$ cat src/rtl/bfp_pkg.sv
// -----------------------------------------------------------------------------
// Binary frame parser package
// Shared constants, codes and types of the binary frame parser.
// -----------------------------------------------------------------------------
`default_nettype none

package bfp_pkg;

   // Largest payload length that is accepted; longer frames are dropped
   localparam int MAX_PAYLOAD = 256;
   localparam int COUNT_W     = $clog2(MAX_PAYLOAD + 1);

   localparam logic [7:0]  SYNC_FIRST   = 8'hF1;
   localparam logic [7:0]  SYNC_SECOND  = 8'hD9;
   localparam logic [7:0]  CLASS_ACK    = 8'h05;
   localparam logic [7:0]  CLASS_NAV    = 8'h01;
   localparam logic [7:0]  ID_ACK_OK    = 8'h01;
   localparam logic [7:0]  ID_POSITION  = 8'h02;
   localparam logic [15:0] ACK_LEN      = 16'd2;
   localparam logic [15:0] POSITION_LEN = 16'd28;
   localparam logic [15:0] MAX_LEN      = 16'(MAX_PAYLOAD);

   // Payload positions that are kept
   localparam logic [COUNT_W-1:0] ACK_CLASS_POS = COUNT_W'(0);
   localparam logic [COUNT_W-1:0] ACK_ID_POS    = COUNT_W'(1);
   localparam logic [COUNT_W-1:0] ACC_FIRST_POS = COUNT_W'(20);
   localparam logic [COUNT_W-1:0] ACC_LAST_POS  = COUNT_W'(23);

   typedef enum logic [1:0] {
      EVENT_ACK      = 2'd0,
      EVENT_NAK      = 2'd1,
      EVENT_ACCURACY = 2'd2
   } event_kind_type;

   typedef struct packed {
      logic [1:0]  event_kind;
      logic [7:0]  acked_class;
      logic [7:0]  acked_id;
      logic [31:0] horiz_accuracy_mm;
   } result_type;

endpackage

`default_nettype wire

$ cat src/rtl/bfp_stream_if.sv
// -----------------------------------------------------------------------------
// Binary frame parser channels
// Valid/ready channels for received bytes and for parser results.
// -----------------------------------------------------------------------------
`default_nettype none

interface bfp_req_if;
   logic       valid;
   logic       ready;
   logic [7:0] rx_byte;

   modport source (output valid, output rx_byte, input ready);
   modport sink   (input valid, input rx_byte, output ready);
endinterface

interface bfp_rsp_if;
   logic        valid;
   logic        ready;
   logic [1:0]  event_kind;
   logic [7:0]  acked_class;
   logic [7:0]  acked_id;
   logic [31:0] horiz_accuracy_mm;

   modport source (output valid, output event_kind, output acked_class,
                   output acked_id, output horiz_accuracy_mm, input ready);
   modport sink   (input valid, input event_kind, input acked_class,
                   input acked_id, input horiz_accuracy_mm, output ready);
endinterface

`default_nettype wire

$ cat src/rtl/binary_frame_parser_checksum_core.sv
// A result is presented in the cycle after the transfer of checksum byte B.
// Throughput: one byte per cycle, but for the checksum B hold described below.
// A result still waiting in the result register holds off only the checksum B
// byte of the next frame; every other byte is taken regardless of the result side.
// Reset: synchronous; returns the parser to sync scanning and empties the result
// register.
// -----------------------------------------------------------------------------
// Binary frame parser top level
// Finds binary frames in a received byte stream and reports ack and accuracy.
// -----------------------------------------------------------------------------
`default_nettype none

module binary_frame_parser_checksum_core (
   input  wire logic clock,
   input  wire logic reset,
   bfp_req_if.sink   req_chan,
   bfp_rsp_if.source rsp_chan
);
   import bfp_pkg::*;

   logic       accept;
   logic       at_check_b;
   logic       result_load;
   logic       slot_free;
   result_type result;
   result_type rsp_data;

   // hold only the byte that may raise a result while the last one waits
   assign req_chan.ready = slot_free || !at_check_b;
   assign accept         = req_chan.valid && req_chan.ready;

   bfp_parser u_parser (
      .clock       (clock),
      .reset       (reset),
      .accept      (accept),
      .rx_byte     (req_chan.rx_byte),
      .at_check_b  (at_check_b),
      .result_load (result_load),
      .result      (result)
   );

   bfp_rsp_reg u_rsp_reg (
      .clock     (clock),
      .reset     (reset),
      .load      (result_load),
      .result    (result),
      .rsp_ready (rsp_chan.ready),
      .rsp_valid (rsp_chan.valid),
      .rsp_data  (rsp_data),
      .slot_free (slot_free)
   );

   assign rsp_chan.event_kind        = rsp_data.event_kind;
   assign rsp_chan.acked_class       = rsp_data.acked_class;
   assign rsp_chan.acked_id          = rsp_data.acked_id;
   assign rsp_chan.horiz_accuracy_mm = rsp_data.horiz_accuracy_mm;

endmodule

`default_nettype wire

$ cat src/rtl/bfp_parser.sv
// -----------------------------------------------------------------------------
// Binary frame parser state machine
// Finds sync, collects the header, runs the Fletcher sums and checks the frame.
// -----------------------------------------------------------------------------
`default_nettype none

module bfp_parser (
   input  wire logic               clock,
   input  wire logic               reset,
   input  wire logic               accept,
   input  wire logic [7:0]         rx_byte,
   output logic                    at_check_b,
   output logic                    result_load,
   output bfp_pkg::result_type     result
);
   import bfp_pkg::*;

   typedef enum logic [3:0] {
      ST_SCAN    = 4'd0,
      ST_SYNC2   = 4'd1,
      ST_CLASS   = 4'd2,
      ST_ID      = 4'd3,
      ST_LEN_LO  = 4'd4,
      ST_LEN_HI  = 4'd5,
      ST_PAYLOAD = 4'd6,
      ST_CHECK_A = 4'd7,
      ST_CHECK_B = 4'd8
   } state_type;

   state_type          state_ff, state_in;
   logic [7:0]         class_ff, class_in;
   logic [7:0]         id_ff, id_in;
   logic [15:0]        length_ff, length_in;
   logic [COUNT_W-1:0] count_ff, count_in;
   logic [7:0]         sum_a_ff, sum_a_in;
   logic [7:0]         sum_b_ff, sum_b_in;
   logic [7:0]         check_a_ff, check_a_in;
   logic [15:0]        ack_ff, ack_in;
   logic [31:0]        accuracy_ff, accuracy_in;

   logic [7:0]         sum_a_add;
   logic [7:0]         sum_b_add;
   logic [15:0]        length_full;
   logic [COUNT_W-1:0] count_next;

   assign sum_a_add   = sum_a_ff + rx_byte;
   assign sum_b_add   = sum_b_ff + sum_a_add;
   assign length_full = {rx_byte, length_ff[7:0]};
   assign count_next  = count_ff + COUNT_W'(1);

   // only the checksum B byte can raise a result
   assign at_check_b  = (state_ff == ST_CHECK_B);

   always_comb begin
      state_in    = state_ff;
      class_in    = class_ff;
      id_in       = id_ff;
      length_in   = length_ff;
      count_in    = count_ff;
      sum_a_in    = sum_a_ff;
      sum_b_in    = sum_b_ff;
      check_a_in  = check_a_ff;
      ack_in      = ack_ff;
      accuracy_in = accuracy_ff;
      result_load = 1'b0;
      result      = '0;
      if (accept) begin
         unique case (state_ff)
            ST_SCAN: begin
               if (rx_byte == SYNC_FIRST) state_in = ST_SYNC2;
            end
            ST_SYNC2: begin
               if (rx_byte == SYNC_SECOND) begin
                  sum_a_in = '0;
                  sum_b_in = '0;
                  state_in = ST_CLASS;
               end else if (rx_byte != SYNC_FIRST) begin
                  state_in = ST_SCAN;
               end
            end
            ST_CLASS: begin
               class_in = rx_byte;
               sum_a_in = sum_a_add;
               sum_b_in = sum_b_add;
               state_in = ST_ID;
            end
            ST_ID: begin
               id_in    = rx_byte;
               sum_a_in = sum_a_add;
               sum_b_in = sum_b_add;
               state_in = ST_LEN_LO;
            end
            ST_LEN_LO: begin
               length_in = {8'h00, rx_byte};
               sum_a_in  = sum_a_add;
               sum_b_in  = sum_b_add;
               state_in  = ST_LEN_HI;
            end
            ST_LEN_HI: begin
               length_in = length_full;
               sum_a_in  = sum_a_add;
               sum_b_in  = sum_b_add;
               count_in  = '0;
               priority if (length_full == 16'd0) state_in = ST_CHECK_A;
               else if (length_full <= MAX_LEN)   state_in = ST_PAYLOAD;
               else                               state_in = ST_SCAN;
            end
            ST_PAYLOAD: begin
               // keep only the acknowledge target and the accuracy word
               if (count_ff == ACK_CLASS_POS) ack_in[7:0]  = rx_byte;
               if (count_ff == ACK_ID_POS)    ack_in[15:8] = rx_byte;
               if (count_ff >= ACC_FIRST_POS && count_ff <= ACC_LAST_POS)
                  accuracy_in[{count_ff[1:0], 3'b000} +: 8] = rx_byte;
               sum_a_in = sum_a_add;
               sum_b_in = sum_b_add;
               count_in = count_next;
               if (16'(count_next) >= length_ff) state_in = ST_CHECK_A;
            end
            ST_CHECK_A: begin
               check_a_in = rx_byte;
               state_in   = ST_CHECK_B;
            end
            ST_CHECK_B: begin
               if (sum_a_ff == check_a_ff && sum_b_ff == rx_byte) begin
                  if (class_ff == CLASS_ACK && length_ff == ACK_LEN) begin
                     result_load        = 1'b1;
                     result.event_kind  = (id_ff == ID_ACK_OK) ? EVENT_ACK : EVENT_NAK;
                     result.acked_class = ack_ff[7:0];
                     result.acked_id    = ack_ff[15:8];
                  end else if (class_ff == CLASS_NAV && id_ff == ID_POSITION &&
                               length_ff == POSITION_LEN) begin
                     result_load              = 1'b1;
                     result.event_kind        = EVENT_ACCURACY;
                     result.horiz_accuracy_mm = accuracy_ff;
                  end
               end
               state_in = ST_SCAN;
            end
            default: begin
               state_in = ST_SCAN;
            end
         endcase
      end
   end

   always_ff @(posedge clock) begin
      if (reset) begin
         state_ff <= ST_SCAN;
         count_ff <= '0;
      end else begin
         state_ff <= state_in;
         count_ff <= count_in;
      end
      class_ff    <= class_in;
      id_ff       <= id_in;
      length_ff   <= length_in;
      sum_a_ff    <= sum_a_in;
      sum_b_ff    <= sum_b_in;
      check_a_ff  <= check_a_in;
      ack_ff      <= ack_in;
      accuracy_ff <= accuracy_in;
   end

   a_result_only_at_check_b : assert property (@(posedge clock) disable iff (reset)
      result_load |-> state_ff == ST_CHECK_B)
      else $error("result raised outside the checksum B byte");

   a_check_b_returns_to_scan : assert property (@(posedge clock) disable iff (reset)
      accept && state_ff == ST_CHECK_B |=> state_ff == ST_SCAN)
      else $error("parser did not return to scanning after a frame");

   a_payload_count_bound : assert property (@(posedge clock) disable iff (reset)
      state_ff == ST_PAYLOAD |-> 16'(count_ff) < length_ff && length_ff <= MAX_LEN)
      else $error("payload count out of range");

   a_sync_clears_sums : assert property (@(posedge clock) disable iff (reset)
      accept && state_ff == ST_SYNC2 && rx_byte == SYNC_SECOND
      |=> sum_a_ff == 8'h00 && sum_b_ff == 8'h00 && state_ff == ST_CLASS)
      else $error("checksum sums not cleared on sync");

endmodule

`default_nettype wire

$ cat src/rtl/bfp_rsp_reg.sv
// -----------------------------------------------------------------------------
// Binary frame parser result register
// Holds one result until the downstream side takes the transfer.
// -----------------------------------------------------------------------------
`default_nettype none

module bfp_rsp_reg (
   input  wire logic                clock,
   input  wire logic                reset,
   input  wire logic                load,
   input  wire bfp_pkg::result_type result,
   input  wire logic                rsp_ready,
   output logic                     rsp_valid,
   output bfp_pkg::result_type      rsp_data,
   output logic                     slot_free
);
   import bfp_pkg::*;

   logic       valid_ff, valid_in;
   result_type data_ff, data_in;

   // free only when empty, so slot_free has no combinational path from rsp_ready
   assign slot_free = !valid_ff;

   always_comb begin
      valid_in = valid_ff;
      data_in  = data_ff;
      if (valid_ff && rsp_ready) valid_in = 1'b0;
      if (load) begin
         valid_in = 1'b1;
         data_in  = result;
      end
   end

   always_ff @(posedge clock) begin
      if (reset) begin
         valid_ff <= 1'b0;
      end else begin
         valid_ff <= valid_in;
      end
      data_ff <= data_in;
   end

   assign rsp_valid = valid_ff;
   assign rsp_data  = data_ff;

endmodule

`default_nettype wire
$ cat src/flat_wrapper.sv
// flat-port wrapper written by rule: the top's interface ports become plain ports
module binary_frame_parser_checksum_core_flat import bfp_pkg::*;
  (clock, reset, req_chan_valid, req_chan_rx_byte, req_chan_ready, rsp_chan_valid, rsp_chan_event_kind, rsp_chan_acked_class, rsp_chan_acked_id, rsp_chan_horiz_accuracy_mm, rsp_chan_ready);
  bfp_req_if req_chan_i ();
  bfp_rsp_if rsp_chan_i ();
  input  wire logic clock;
  input  wire logic reset;
  input wire logic [$bits(req_chan_i.valid)-1:0] req_chan_valid;
  input wire logic [$bits(req_chan_i.rx_byte)-1:0] req_chan_rx_byte;
  output wire logic [$bits(req_chan_i.ready)-1:0] req_chan_ready;
  output wire logic [$bits(rsp_chan_i.valid)-1:0] rsp_chan_valid;
  output wire logic [$bits(rsp_chan_i.event_kind)-1:0] rsp_chan_event_kind;
  output wire logic [$bits(rsp_chan_i.acked_class)-1:0] rsp_chan_acked_class;
  output wire logic [$bits(rsp_chan_i.acked_id)-1:0] rsp_chan_acked_id;
  output wire logic [$bits(rsp_chan_i.horiz_accuracy_mm)-1:0] rsp_chan_horiz_accuracy_mm;
  input wire logic [$bits(rsp_chan_i.ready)-1:0] rsp_chan_ready;
  assign req_chan_i.valid = req_chan_valid;
  assign req_chan_i.rx_byte = req_chan_rx_byte;
  assign req_chan_ready = req_chan_i.ready;
  assign rsp_chan_valid = rsp_chan_i.valid;
  assign rsp_chan_event_kind = rsp_chan_i.event_kind;
  assign rsp_chan_acked_class = rsp_chan_i.acked_class;
  assign rsp_chan_acked_id = rsp_chan_i.acked_id;
  assign rsp_chan_horiz_accuracy_mm = rsp_chan_i.horiz_accuracy_mm;
  assign rsp_chan_i.ready = rsp_chan_ready;
  binary_frame_parser_checksum_core u_core (.clock(clock), .reset(reset), .req_chan(req_chan_i), .rsp_chan(rsp_chan_i));
endmodule
$ cat config.mk
export PLATFORM = sky130hd
export DESIGN_NAME = binary_frame_parser_checksum_core_flat
export DESIGN_NICKNAME = d
export VERILOG_FILES = /design/src/rtl/bfp_pkg.sv /design/src/rtl/bfp_stream_if.sv /design/src/rtl/binary_frame_parser_checksum_core.sv /design/src/rtl/bfp_parser.sv /design/src/rtl/bfp_rsp_reg.sv /design/src/flat_wrapper.sv
export SDC_FILE = /design/constraint.sdc
export NUM_CORES = 1
export LEC_CHECK = 0
export ABC_CLOCK_PERIOD_IN_PS = 4600
export CORE_ASPECT_RATIO = 1.4
export CORE_MARGIN = 2
export CORE_UTILIZATION = 60
export DETAILED_ROUTE_END_ITERATION = 7
export DONT_BUFFER_PORTS = 1
export GPL_ROUTABILITY_DRIVEN = 0
export HOLD_SLACK_MARGIN = 0.1
export PLACE_DENSITY = 0.77
export REMOVE_ABC_BUFFERS = 1
export SYNTH_ARGS = -nofsm -noshare
export SYNTH_HDL_FRONTEND = slang
export SYNTH_SLANG_ARGS = --single-unit
$ cat constraint.sdc
create_clock -name clock -period 4.6 [get_ports clock]
set_input_delay 0.46 -clock clock [delete_from_list [all_inputs] [get_ports clock]]
set_output_delay 0.46 -clock clock [all_outputs]
set_load 0.01 [all_outputs]
==> metrics, run 1 <==
busiest layer in global routing=met2; Min Hold Slack=129 ps; layout cell share with drive strength beyond 1=8.61%; CP endpoint kind=flop; number of port buffers=0; startpoint types=flop; hold crit path type=in2reg; gr usage total=20.6%; Placement Cell Area=0.00770 mm^2; met3 GRT Util=5.07%; Remaining DRCs=0; Syn Std Cell Area=0.00760 mm^2; required time worst endpoint=4650 ps; CTS tree=yes; DRT Pass-1 Iters=5; vias=4289; met1 global-route usage=22.7%; Distinct cells, synth=52; post-synthesis register bit count=168; final worst slack=1250 ps; cells after synthesis=565; post-DP HPWL=8.98 mm; Post-synth EDFFs=154; P_leak=2.94 nW; vias in the first global route=4214; Post-Layout Inst Area=0.00830 mm^2; worst setup path category=reg2reg; CTS resizes=0; TritonCTS Buffers=17; Util after Layout=67.1%; DRC violation total after the first TritonRoute iteration=212; Final Hold Fails=0; YS warnings=0; Peak VDD IR=402 uV; f_max=298 MHz; DP Cell Count=698; core region area=0.0124 mm^2; RR Endpoint=u_core.u_rsp_reg.rsp_data[1]; most frequent cells in the layout=edfxtp_1, and2_1, nor2_1; Final Non-Filler Cells=731; final setup vio count=0; clk buf depth=2; io pins=64; root buffer cell=clkbuf_16; worst reg-to-reg path cell count=6; Slew Limit Fails=0; CTS Sinks=168; Rows=48; Final Power=3.66 mW; Layout Nets=611; cell taking the most area after synthesis=edfxtp_1; worst clock skew=11.3 ps; Skew-Pair Late Insertion Delay=430 ps; vias per inst=5.87; status=finished, final reports clean; Ant. Diodes=0; power density over cell area=441 mW/mm^2; met2 Track Usage GR=36.5%; initial antenna violation count=0; Post-synth ARST share=0%; Hold Path End=u_core.u_parser.ack_ff[15]; Hold Path Depth=0; Area growth syn-to-layout=9.22%; commonest non-fill, non-tap cell in the layout=edfxtp_1; crit path max fanout=50; Routed WL=13.4 mm; H-tree levels=4; FF-to-FF setup slack=1250 ps; die width=99.1 um; fin crit share=72.8%; pre-CTS WS=1200 ps; slew of the pin with the lowest slew margin=936 ps; wire per inst=18.4 um; first-pass GRT wire length=21.0 mm; Rel. slew slack=37.5%; grt ovf=0; initial core utilization=61.4%; post-synthesis sequential area ratio=64.5%; Tmin final=3350 ps; maxcap violations=0; largest net degree at the start of global routing=51; die area=0.0136 mm^2; most common flop cell mapped by yosys=edfxtp_1; Final TNS setup=0 ps; Synth top area share=60.8%; Synth Area per Inst=13.5 um^2; DIE HEIGHT=137 um; RSZ-0062 raised after global routing=false; min-delay src=req_chan_rx_byte[7]; largest cells by area after synthesis=edfxtp_1, and2_1, ha_1; CTS clk-pin slew, worst paths=70 ps; worst reg2reg startpoint=u_core.u_parser.length_ff[13]; Arr. time, crit path=3400 ps; antenna viol nets, final=0
-- area by class of cell --
type | instances | area (um^2)
Clock inverter | 15 | 165
Clock buffer | 17 | 425
Timing Repair Buffer | 5 | 40.0
Tap cell | 150 | 188
Multi-Input combinational cell | 354 | 2500
Inverter | 22 | 82.6
Fill cell | 847 | 4070
Sequential cell | 168 | 4900
-- Yosys cell counts, types with 2 or more instances --
| cell type | count |
|---|---|
| nand3b_1 | 4 |
| nor4_1 | 7 |
| buf_2 | 8 |
| nor2b_1 | 13 |
| buf_6 | 4 |
| a21oi_1 | 20 |
| nor2_1 | 39 |
| and2_1 | 92 |
| a311oi_1 | 2 |
| edfxtp_1 | 154 |
| o211a_1 | 4 |
| o211ai_1 | 2 |
| and3_1 | 4 |
| nor3_2 | 2 |
| nor3b_1 | 5 |
| o21ai_0 | 8 |
| a211oi_1 | 3 |
| inv_1 | 21 |
| nor3_1 | 11 |
| or3_1 | 2 |
| xnor2_1 | 12 |
| dfxtp_1 | 14 |
| or3b_2 | 2 |
| nand4_1 | 5 |
| a21o_1 | 4 |
| a22oi_1 | 4 |
| o2111ai_1 | 3 |
| nor4b_1 | 2 |
| nor4_4 | 2 |
| ha_1 | 29 |
| fa_1 | 2 |
| nand2b_1 | 6 |
| or4_1 | 5 |
| nand3_1 | 12 |
| xor2_1 | 25 |
| clkbuf_1 | 8 |
| nand2_1 | 10 |
-- how the worst max path moves through the flow --
stage | start | end | slack (ps) | depth (start not counted)
floorplan | u_core.u_parser.class_ff[4] | u_core.u_rsp_reg.rsp_data[0] | 1180 | 6
global placement | u_core.u_parser.sum_a_ff[1] | u_core.u_rsp_reg.rsp_data[13] | 1270 | 6
CTS | u_core.u_parser.length_ff[13] | u_core.u_rsp_reg.rsp_data[46] | 1180 | 6
finish | u_core.u_parser.length_ff[13] | u_core.u_rsp_reg.rsp_data[1] | 1250 | 6
detailed placement | u_core.u_parser.sum_a_ff[1] | u_core.u_rsp_reg.rsp_data[13] | 1200 | 6
global route | u_core.u_parser.sum_a_ff[1] | u_core.u_rsp_reg.rsp_data[1] | 860 | 6
-- sequential cells by signal, indices dropped and copies added, names as in the netlist --
| signal | count |
|---|---|
| u_core.u_parser.count_ff | 9 |
| u_core.u_rsp_reg.rsp_valid | 1 |
| u_core.u_parser.state_ff | 4 |
| u_core.u_parser.length_ff | 16 |
| u_core.u_rsp_reg.rsp_data | 50 |
| u_core.u_parser.accuracy_ff | 32 |
| u_core.u_parser.sum_b_ff | 8 |
| u_core.u_parser.id_ff | 8 |
| u_core.u_parser.check_a_ff | 8 |
| u_core.u_parser.sum_a_ff | 8 |
| u_core.u_parser.ack_ff | 16 |
| u_core.u_parser.class_ff | 8 |
-- critical path, cell delays in order, from the launching register on --
cell	delay [ps]
edfxtp_1	360
or4_1	550
nor4_2	320
nand3_2	200
nor4_4	630
nor2_1	170
inv_2	720
-- what timing repair did --
action | CTS | global route
hold buffers | 1 | 0
hold endpoints to repair | 14 | 0
buffers inserted | 0 | 0
-- per-layer routing --
layer | vias to the layer above | routed length [um]
met3 | 31 | 685
met2 | 143 | 7230
met1 | 2061 | 5120
met5 | - | 0
met4 | 0 | 374
li1 | 2054 | -
-- power breakdown --
| group | leakage [nW] | internal (mW) | switching, mW |
|---|---|---|---|
| logic | 1.20 | 0.202 | 0.267 |
| clock network | 0.282 | 0.771 | 0.625 |
| registers | 1.45 | 1.73 | 0.0598 |
-- cell families (layout without fill, tap and decap cells) --
group / after synthesis / after routing / synth area share [%]
XOR/XNOR: 37 / 37 / 4.26
AO/OA/AOI/OAI: 58 / 58 / 5.25
flip-flops: 168 / 168 / 64.5
adder cells (fa/ha/maj): 31 / 31 / 5.30
AND/OR/NAND/NOR: 228 / 228 / 18.0
buffers and inverters: 43 / 59 / 2.70
(Power assumes the default switching activity.)
==> inputs of run 2 (changes only) <==
--- a/config.mk
+++ b/config.mk
@@ -5,15 +5,15 @@
 export SDC_FILE = /design/constraint.sdc
 export NUM_CORES = 1
 export LEC_CHECK = 0
-export ABC_CLOCK_PERIOD_IN_PS = 4600
+export ABC_CLOCK_PERIOD_IN_PS = 2900
 export CORE_ASPECT_RATIO = 1.4
 export CORE_MARGIN = 2
-export CORE_UTILIZATION = 60
+export CORE_UTILIZATION = 57
 export DETAILED_ROUTE_END_ITERATION = 7
 export DONT_BUFFER_PORTS = 1
 export GPL_ROUTABILITY_DRIVEN = 0
 export HOLD_SLACK_MARGIN = 0.1
-export PLACE_DENSITY = 0.77
+export PLACE_DENSITY = 0.76
 export REMOVE_ABC_BUFFERS = 1
 export SYNTH_ARGS = -nofsm -noshare
 export SYNTH_HDL_FRONTEND = slang
==> constraint.sdc (replaced) <==
create_clock -name clock -period 2.9 [get_ports clock]
set_input_delay 0.29 -clock clock [delete_from_list [all_inputs] [get_ports clock]]
set_output_delay 0.29 -clock clock [all_outputs]
set_load 0.01 [all_outputs]
==> run 2 against run 1 <==
First-iteration DRC count grew 44%; non-clock buffer count grew 46; power grew 62%; critical path depth grew 8; highest routed layer unchanged; combinational power grew 98%; die area grew 5.1%; via count grew 6.2%; count of clock-buffer cells in the layout is the same; largest power group unchanged; the flow now finishes with violations (negative hold slack, negative setup slack); utilization grew 0.68 points; design area grew 5.6%; critical endpoint is now u_core.u_parser.sum_b_ff[7]; flip-flop and latch count is the same.
==> metrics, run 2 (synthesis results as in run 1) <==
Final Power=5.94 mW; wire per inst=18.1 um; first-pass GRT wire length=23.3 mm; power density over cell area=677 mW/mm^2; Final Hold Fails=10; f_max=336 MHz; vias in the first global route=4418; WL met2=7.70 mm; TritonCTS Buffers=17; Peak VDD IR=421 uV; clk buf depth=2; part of the power in registers=47.5%; WL met3=743 um; DIE HEIGHT=141 um; largest net degree at the start of global routing=51; initial antenna violation count=0; DRT Pass-1 Iters=5; die width=102 um; core region area=0.0129 mm^2; # hold bufs at CTS=20; Remaining DRCs=0; maxcap violations=0; number of port buffers=0; Rel. slew slack=41.2%; die area=0.0143 mm^2; io pins=64; RR Endpoint=u_core.u_parser.sum_b_ff[7]; Logic pwr share=15.6%; required time worst endpoint=3070 ps; Sw Ratio=26.1%; crit path max fanout=2; critical path's slowest cell=edfxtp_1; Hold Path Depth=0; layout cell share with drive strength beyond 1=13.4%; worst reg-to-reg path cell count=14; CTS clk-pin slew, worst paths=70 ps; commonest non-fill, non-tap cell in the layout=edfxtp_1; worst setup path category=reg2reg; Top Metal Used=met4; RSZ-0062 raised after global routing=true; CTS Sinks=168; post-DP HPWL=9.17 mm; fin crit share=103%; gr usage total=21.8%; most frequent cells in the layout=edfxtp_1, and2_1, nor2_1; Int Power=4.39 mW; worst reg2reg startpoint=u_core.u_parser.sum_a_ff[0]; root buffer cell=clkbuf_16; vias=4553; vias per inst=5.66; min-delay src=req_chan_rx_byte[0]; grt ovf=0; Rows=49; slew of the pin with the lowest slew margin=881 ps; Min Hold Slack=-31.0 ps; Hold Path End=u_core.u_parser.check_a_ff[0]; Layout Nets=657; Met1 Wirelength=5.67 mm; clock power share=36.9%; max reg flops=50; startpoint types=flop; hold crit path type=in2reg; DRC violation total after the first TritonRoute iteration=305; Routed WL=14.6 mm; Ant. Diodes=0; FF-to-FF setup slack=-80 ps; Arr. time, crit path=3150 ps; Slew Limit Fails=0; final worst slack=-79.5 ps; H-tree levels=4; final setup vio count=1; Area growth syn-to-layout=15.4%; Worst path max stage delay=410 ps; Tmin final=2980 ps; crit-path cells=ha_2 -> fa_2 -> a21o_1 -> a21oi_2 -> o21ai_0 -> a21oi_1 -> xnor2_1 -> ha_1 -> nor2_1 -> nor2_1 -> o41ai_2 -> xor2_1 -> nand2_1 -> nor3b_1; failing checks=negative hold slack, negative setup slack; status=finished with violations; sw power=1.55 mW; worst clock skew=9.61 ps; P_leak=3.19 nW; CTS tree=yes; antenna viol nets, final=0; CP most frequent cell=nor2_1; CP endpoint kind=flop; Skew-Pair Late Insertion Delay=420 ps; initial core utilization=58.8%
[run 2: changes by cell type in the layout (fill, tap and decap cells not counted), moves of 2 or more]
cell | before | now
a21oi_2 | 0 | 3
inv_8 | 5 | 1
inv_6 | 2 | 6
clkinvlp_4 | 3 | 1
dlygate4sd3_1 | 1 | 20
a21oi_1 | 20 | 17
buf_4 | 4 | 30
[run 2: stage by stage]
step	cells	worst slack, ps	TNS (ps)	cell area (um^2)	util [%]
after floorplan	544	-524	-26230	7480	-
after global placement	750	-92.9	-92.9	7930	61.3
after detailed placement	750	-245	-245	7930	61.3
after CTS	803	-45.2	-45.2	8740	67.6
after global routing	805	-259	-261	8770	67.8
final	805	-79.5	-79.5	8770	67.8
[run 2: how the worst max path moves through the flow]
stage                                      startpoint                           end  slack (ps)
after floorplan           u_core.u_parser.class_ff[4]  u_core.u_rsp_reg.rsp_data[0]        -520
after global placement    u_core.u_parser.sum_a_ff[0]   u_core.u_parser.sum_b_ff[7]         -90
after detailed placement  u_core.u_parser.sum_a_ff[0]   u_core.u_parser.sum_b_ff[7]        -240
after CTS                 u_core.u_parser.sum_a_ff[0]   u_core.u_parser.sum_b_ff[7]         -50
after global routing      u_core.u_parser.sum_a_ff[0]   u_core.u_parser.sum_b_ff[7]        -260
final                     u_core.u_parser.sum_a_ff[0]   u_core.u_parser.sum_b_ff[7]         -80
[run 2: timing repair]
action                                 in CTS  in global routing
gates resized for setup                     4                  3
pin swaps                                   6                  2
endpoints found under the hold margin      99                 10
setup buffers                               1                  2
setup endpoints to repair                   1                  3
[run 2: power by group through the flow]
stage	Combinational (mW)	Sequential [mW]	Clock, mW
after floorplan	0.577	2.87	0
after global placement	0.808	2.87	0
after detailed placement	0.842	2.87	0
after CTS	0.910	2.82	2.20
after global routing	1.04	2.83	2.31
final	0.929	2.82	2.19
[run 2: cell type report]
class | count | area, um^2
sequential | 168 | 4900
inverter | 22 | 82.6
multi-input combinational | 354 | 2530
timing repair buffer | 51 | 445
clock buffer | 17 | 425
fill | 926 | 4170
tap | 178 | 223
clock inverter | 15 | 161
[run 2: layer usage]
layer | GRT usage [%] | vias up
li1 | - | 2140
met1 | 25.5 | 2197
met2 | 37.3 | 179
met3 | 6.00 | 37
met4 | 8.89 | 0
met5 | 0 | -
[run 2: worst max-delay path: cells and delay by family, from the launching register on]
kind,cells,cell delay [ps]
fa+ha+maj,3,840
compound gates,5,650
xor+xnor,2,420
simple gates,4,410
flops,1,410
==> inputs of run 3 (changes only) <==
--- a/config.mk
+++ b/config.mk
@@ -5,7 +5,7 @@
 export SDC_FILE = /design/constraint.sdc
 export NUM_CORES = 1
 export LEC_CHECK = 0
-export ABC_CLOCK_PERIOD_IN_PS = 2900
+export ABC_CLOCK_PERIOD_IN_PS = 2400
 export CORE_ASPECT_RATIO = 1.4
 export CORE_MARGIN = 2
 export CORE_UTILIZATION = 57
==> constraint.sdc (replaced) <==
create_clock -name clock -period 2.4 [get_ports clock]
set_input_delay 0.24 -clock clock [delete_from_list [all_inputs] [get_ports clock]]
set_output_delay 0.24 -clock clock [all_outputs]
set_load 0.01 [all_outputs]
==> run 3 against run 2 <==
The run ends with negative setup slack left; count of clock-buffer cells in the layout is 1 higher; fmax shrank 2.0%; combinational power up 73%; design area increased by 8.9%; cell count up 6.3%; largest cell class unchanged; sequential share of layout area decreased by 4.5 points; clock skew about the same; critical path type unchanged; global-route usage increased by 1.6 points; via count rose by 6.8%; largest power group unchanged.
==> metrics, run 3 (synthesis results as in run 1) <==
CP endpoint kind=flop; required time worst endpoint=2580 ps; layout cell share with drive strength beyond 1=25.4%; initial antenna violation count=0; die area=0.0143 mm^2; commonest non-fill, non-tap cell in the layout=edfxtp_1; Tmin final=3040 ps; worst reg-to-reg path cell count=14; P_leak=3.53 nW; most frequent cells in the layout=edfxtp_1, and2_1, buf_4; gr usage total=23.4%; status=finished with violations; max reg flops=50; Min Hold Slack=137 ps; root buffer cell=clkbuf_16; io pins=64; DIE HEIGHT=141 um; Rows=49; worst clock skew=9.48 ps; worst setup path category=reg2reg; Layout Nets=708; CTS clk-pin slew, worst paths=70 ps; vias in the first global route=4834; largest net degree at the start of global routing=34; Arr. time, crit path=3230 ps; clk buf depth=2; Rel. slew slack=42.9%; number of port buffers=0; Skew-Pair Late Insertion Delay=430 ps; vias=4861; initial core utilization=58.8%; DRT Pass-1 Iters=5; RR Endpoint=u_core.u_parser.sum_b_ff[7]; Util after Layout=73.8%; die width=102 um; maxcap violations=0; final worst slack=-642 ps; vias per inst=5.68; RSZ-0062 raised after global routing=true; grt ovf=0; crit path max fanout=2; Final TNS setup=-7040 ps; CP startpoint=u_core.u_parser.sum_a_ff[0]; startpoint types=flop; CTS tree=yes; Final Non-Filler Cells=856; antenna viol nets, final=0; Ant. Diodes=0; FF-to-FF setup slack=-640 ps; TritonCTS Buffers=17; hold crit path type=in2reg; H-tree levels=4; core region area=0.0129 mm^2; Slew Limit Fails=0; wire per inst=19.3 um; Area growth syn-to-layout=25.6%; worst setup path endpoint=u_core.u_parser.sum_b_ff[7]; final setup vio count=55; DRC violation total after the first TritonRoute iteration=359; first-pass GRT wire length=24.7 mm; post-DP HPWL=9.50 mm; CTS Sinks=168; Remaining DRCs=0; f_max=329 MHz; Final Hold Fails=0; failing checks=negative setup slack; power density over cell area=813 mW/mm^2; slew of the pin with the lowest slew margin=856 ps; pre-CTS WS=-827 ps; Filler cells=801; Peak VDD IR=824 uV; fin crit share=127%; DP Cell Count=788; Routed WL=16.5 mm; worst reg2reg startpoint=u_core.u_parser.sum_a_ff[0]
run 3: how the worst min path moves through the flow:
stage,start,to,slack (ps),cells past startpoint
CTS,req_chan_rx_byte[0],u_core.u_parser.state_ff[0],130,4
global route,req_chan_rx_byte[0],u_core.u_parser.state_ff[0],140,4
finish,req_chan_rx_byte[0],u_core.u_parser.state_ff[0],140,4
floorplan,reset,u_core.u_parser.count_ff[2],310,1
detailed placement,reset,u_core.u_parser.count_ff[4],310,1
global placement,reset,u_core.u_parser.state_ff[0],310,1
run 3: metrics by stage:
| step | instance area [um^2] | power [mW] |
|---|---|---|
| 2_1_floorplan | 7480 | 4.17 |
| 3_3_place_gp | 8230 | 4.59 |
| 3_5_place_dp | 8230 | 4.66 |
| 4_1_cts | 9280 | 7.55 |
| 5_1_grt | 9550 | 8.03 |
| 6_report | 9550 | 7.76 |
run 3: repair_timing:
item / in CTS / in global routing
endpoints found under the hold margin: 102 / 0
gates cloned: 3 / 3
pin swaps: 11 / 27
setup buffers: 10 / 11
hold buffers: 15 / 0
setup endpoints to repair: 90 / 108
resized for setup: 33 / 29
run 3: power by group:
part	internal (mW)	leakage, nW	switching [mW]
Combinational	0.800	1.78	0.812
Clock	1.59	0.290	1.16
Sequential	3.33	1.45	0.0731
run 3: critical path: stages, from the launching register on:
cell      delay, ps
edfxtp_1        410
ha_2            230
fa_2            340
a21o_1          210
a21oi_4         170
o21ai_2          70
a21oi_2         200
xnor2_2         120
ha_4            290
nor2_2           40
nor2_1          150
o41ai_2         130
xor2_1          220
nand2_1          70
nor3b_1         140
run 3: cell type report:
cell class                      instances  area, um^2  share of cell area, %
Clock buffer                           18         439                   4.60
Clock inverter                         14         161                   1.69
Inverter                               22        82.6                  0.865
Multi-Input combinational cell        354        2760                   28.9
Sequential cell                       168        4910                   51.4
Tap cell                              178         223                   2.33
Timing Repair Buffer                  102         976                   10.2
run 3: metal layers:
layer  share of wire [%]  up-vias  track usage (%)  wire (um)
met5                   0        -                0          0
met4                 3.1        0             11.8        519
met3                 4.7       46             5.65        781
met2                  55      207             41.3       9130
met1                  37     2366             25.7       6090
li1                    -     2242                -          -
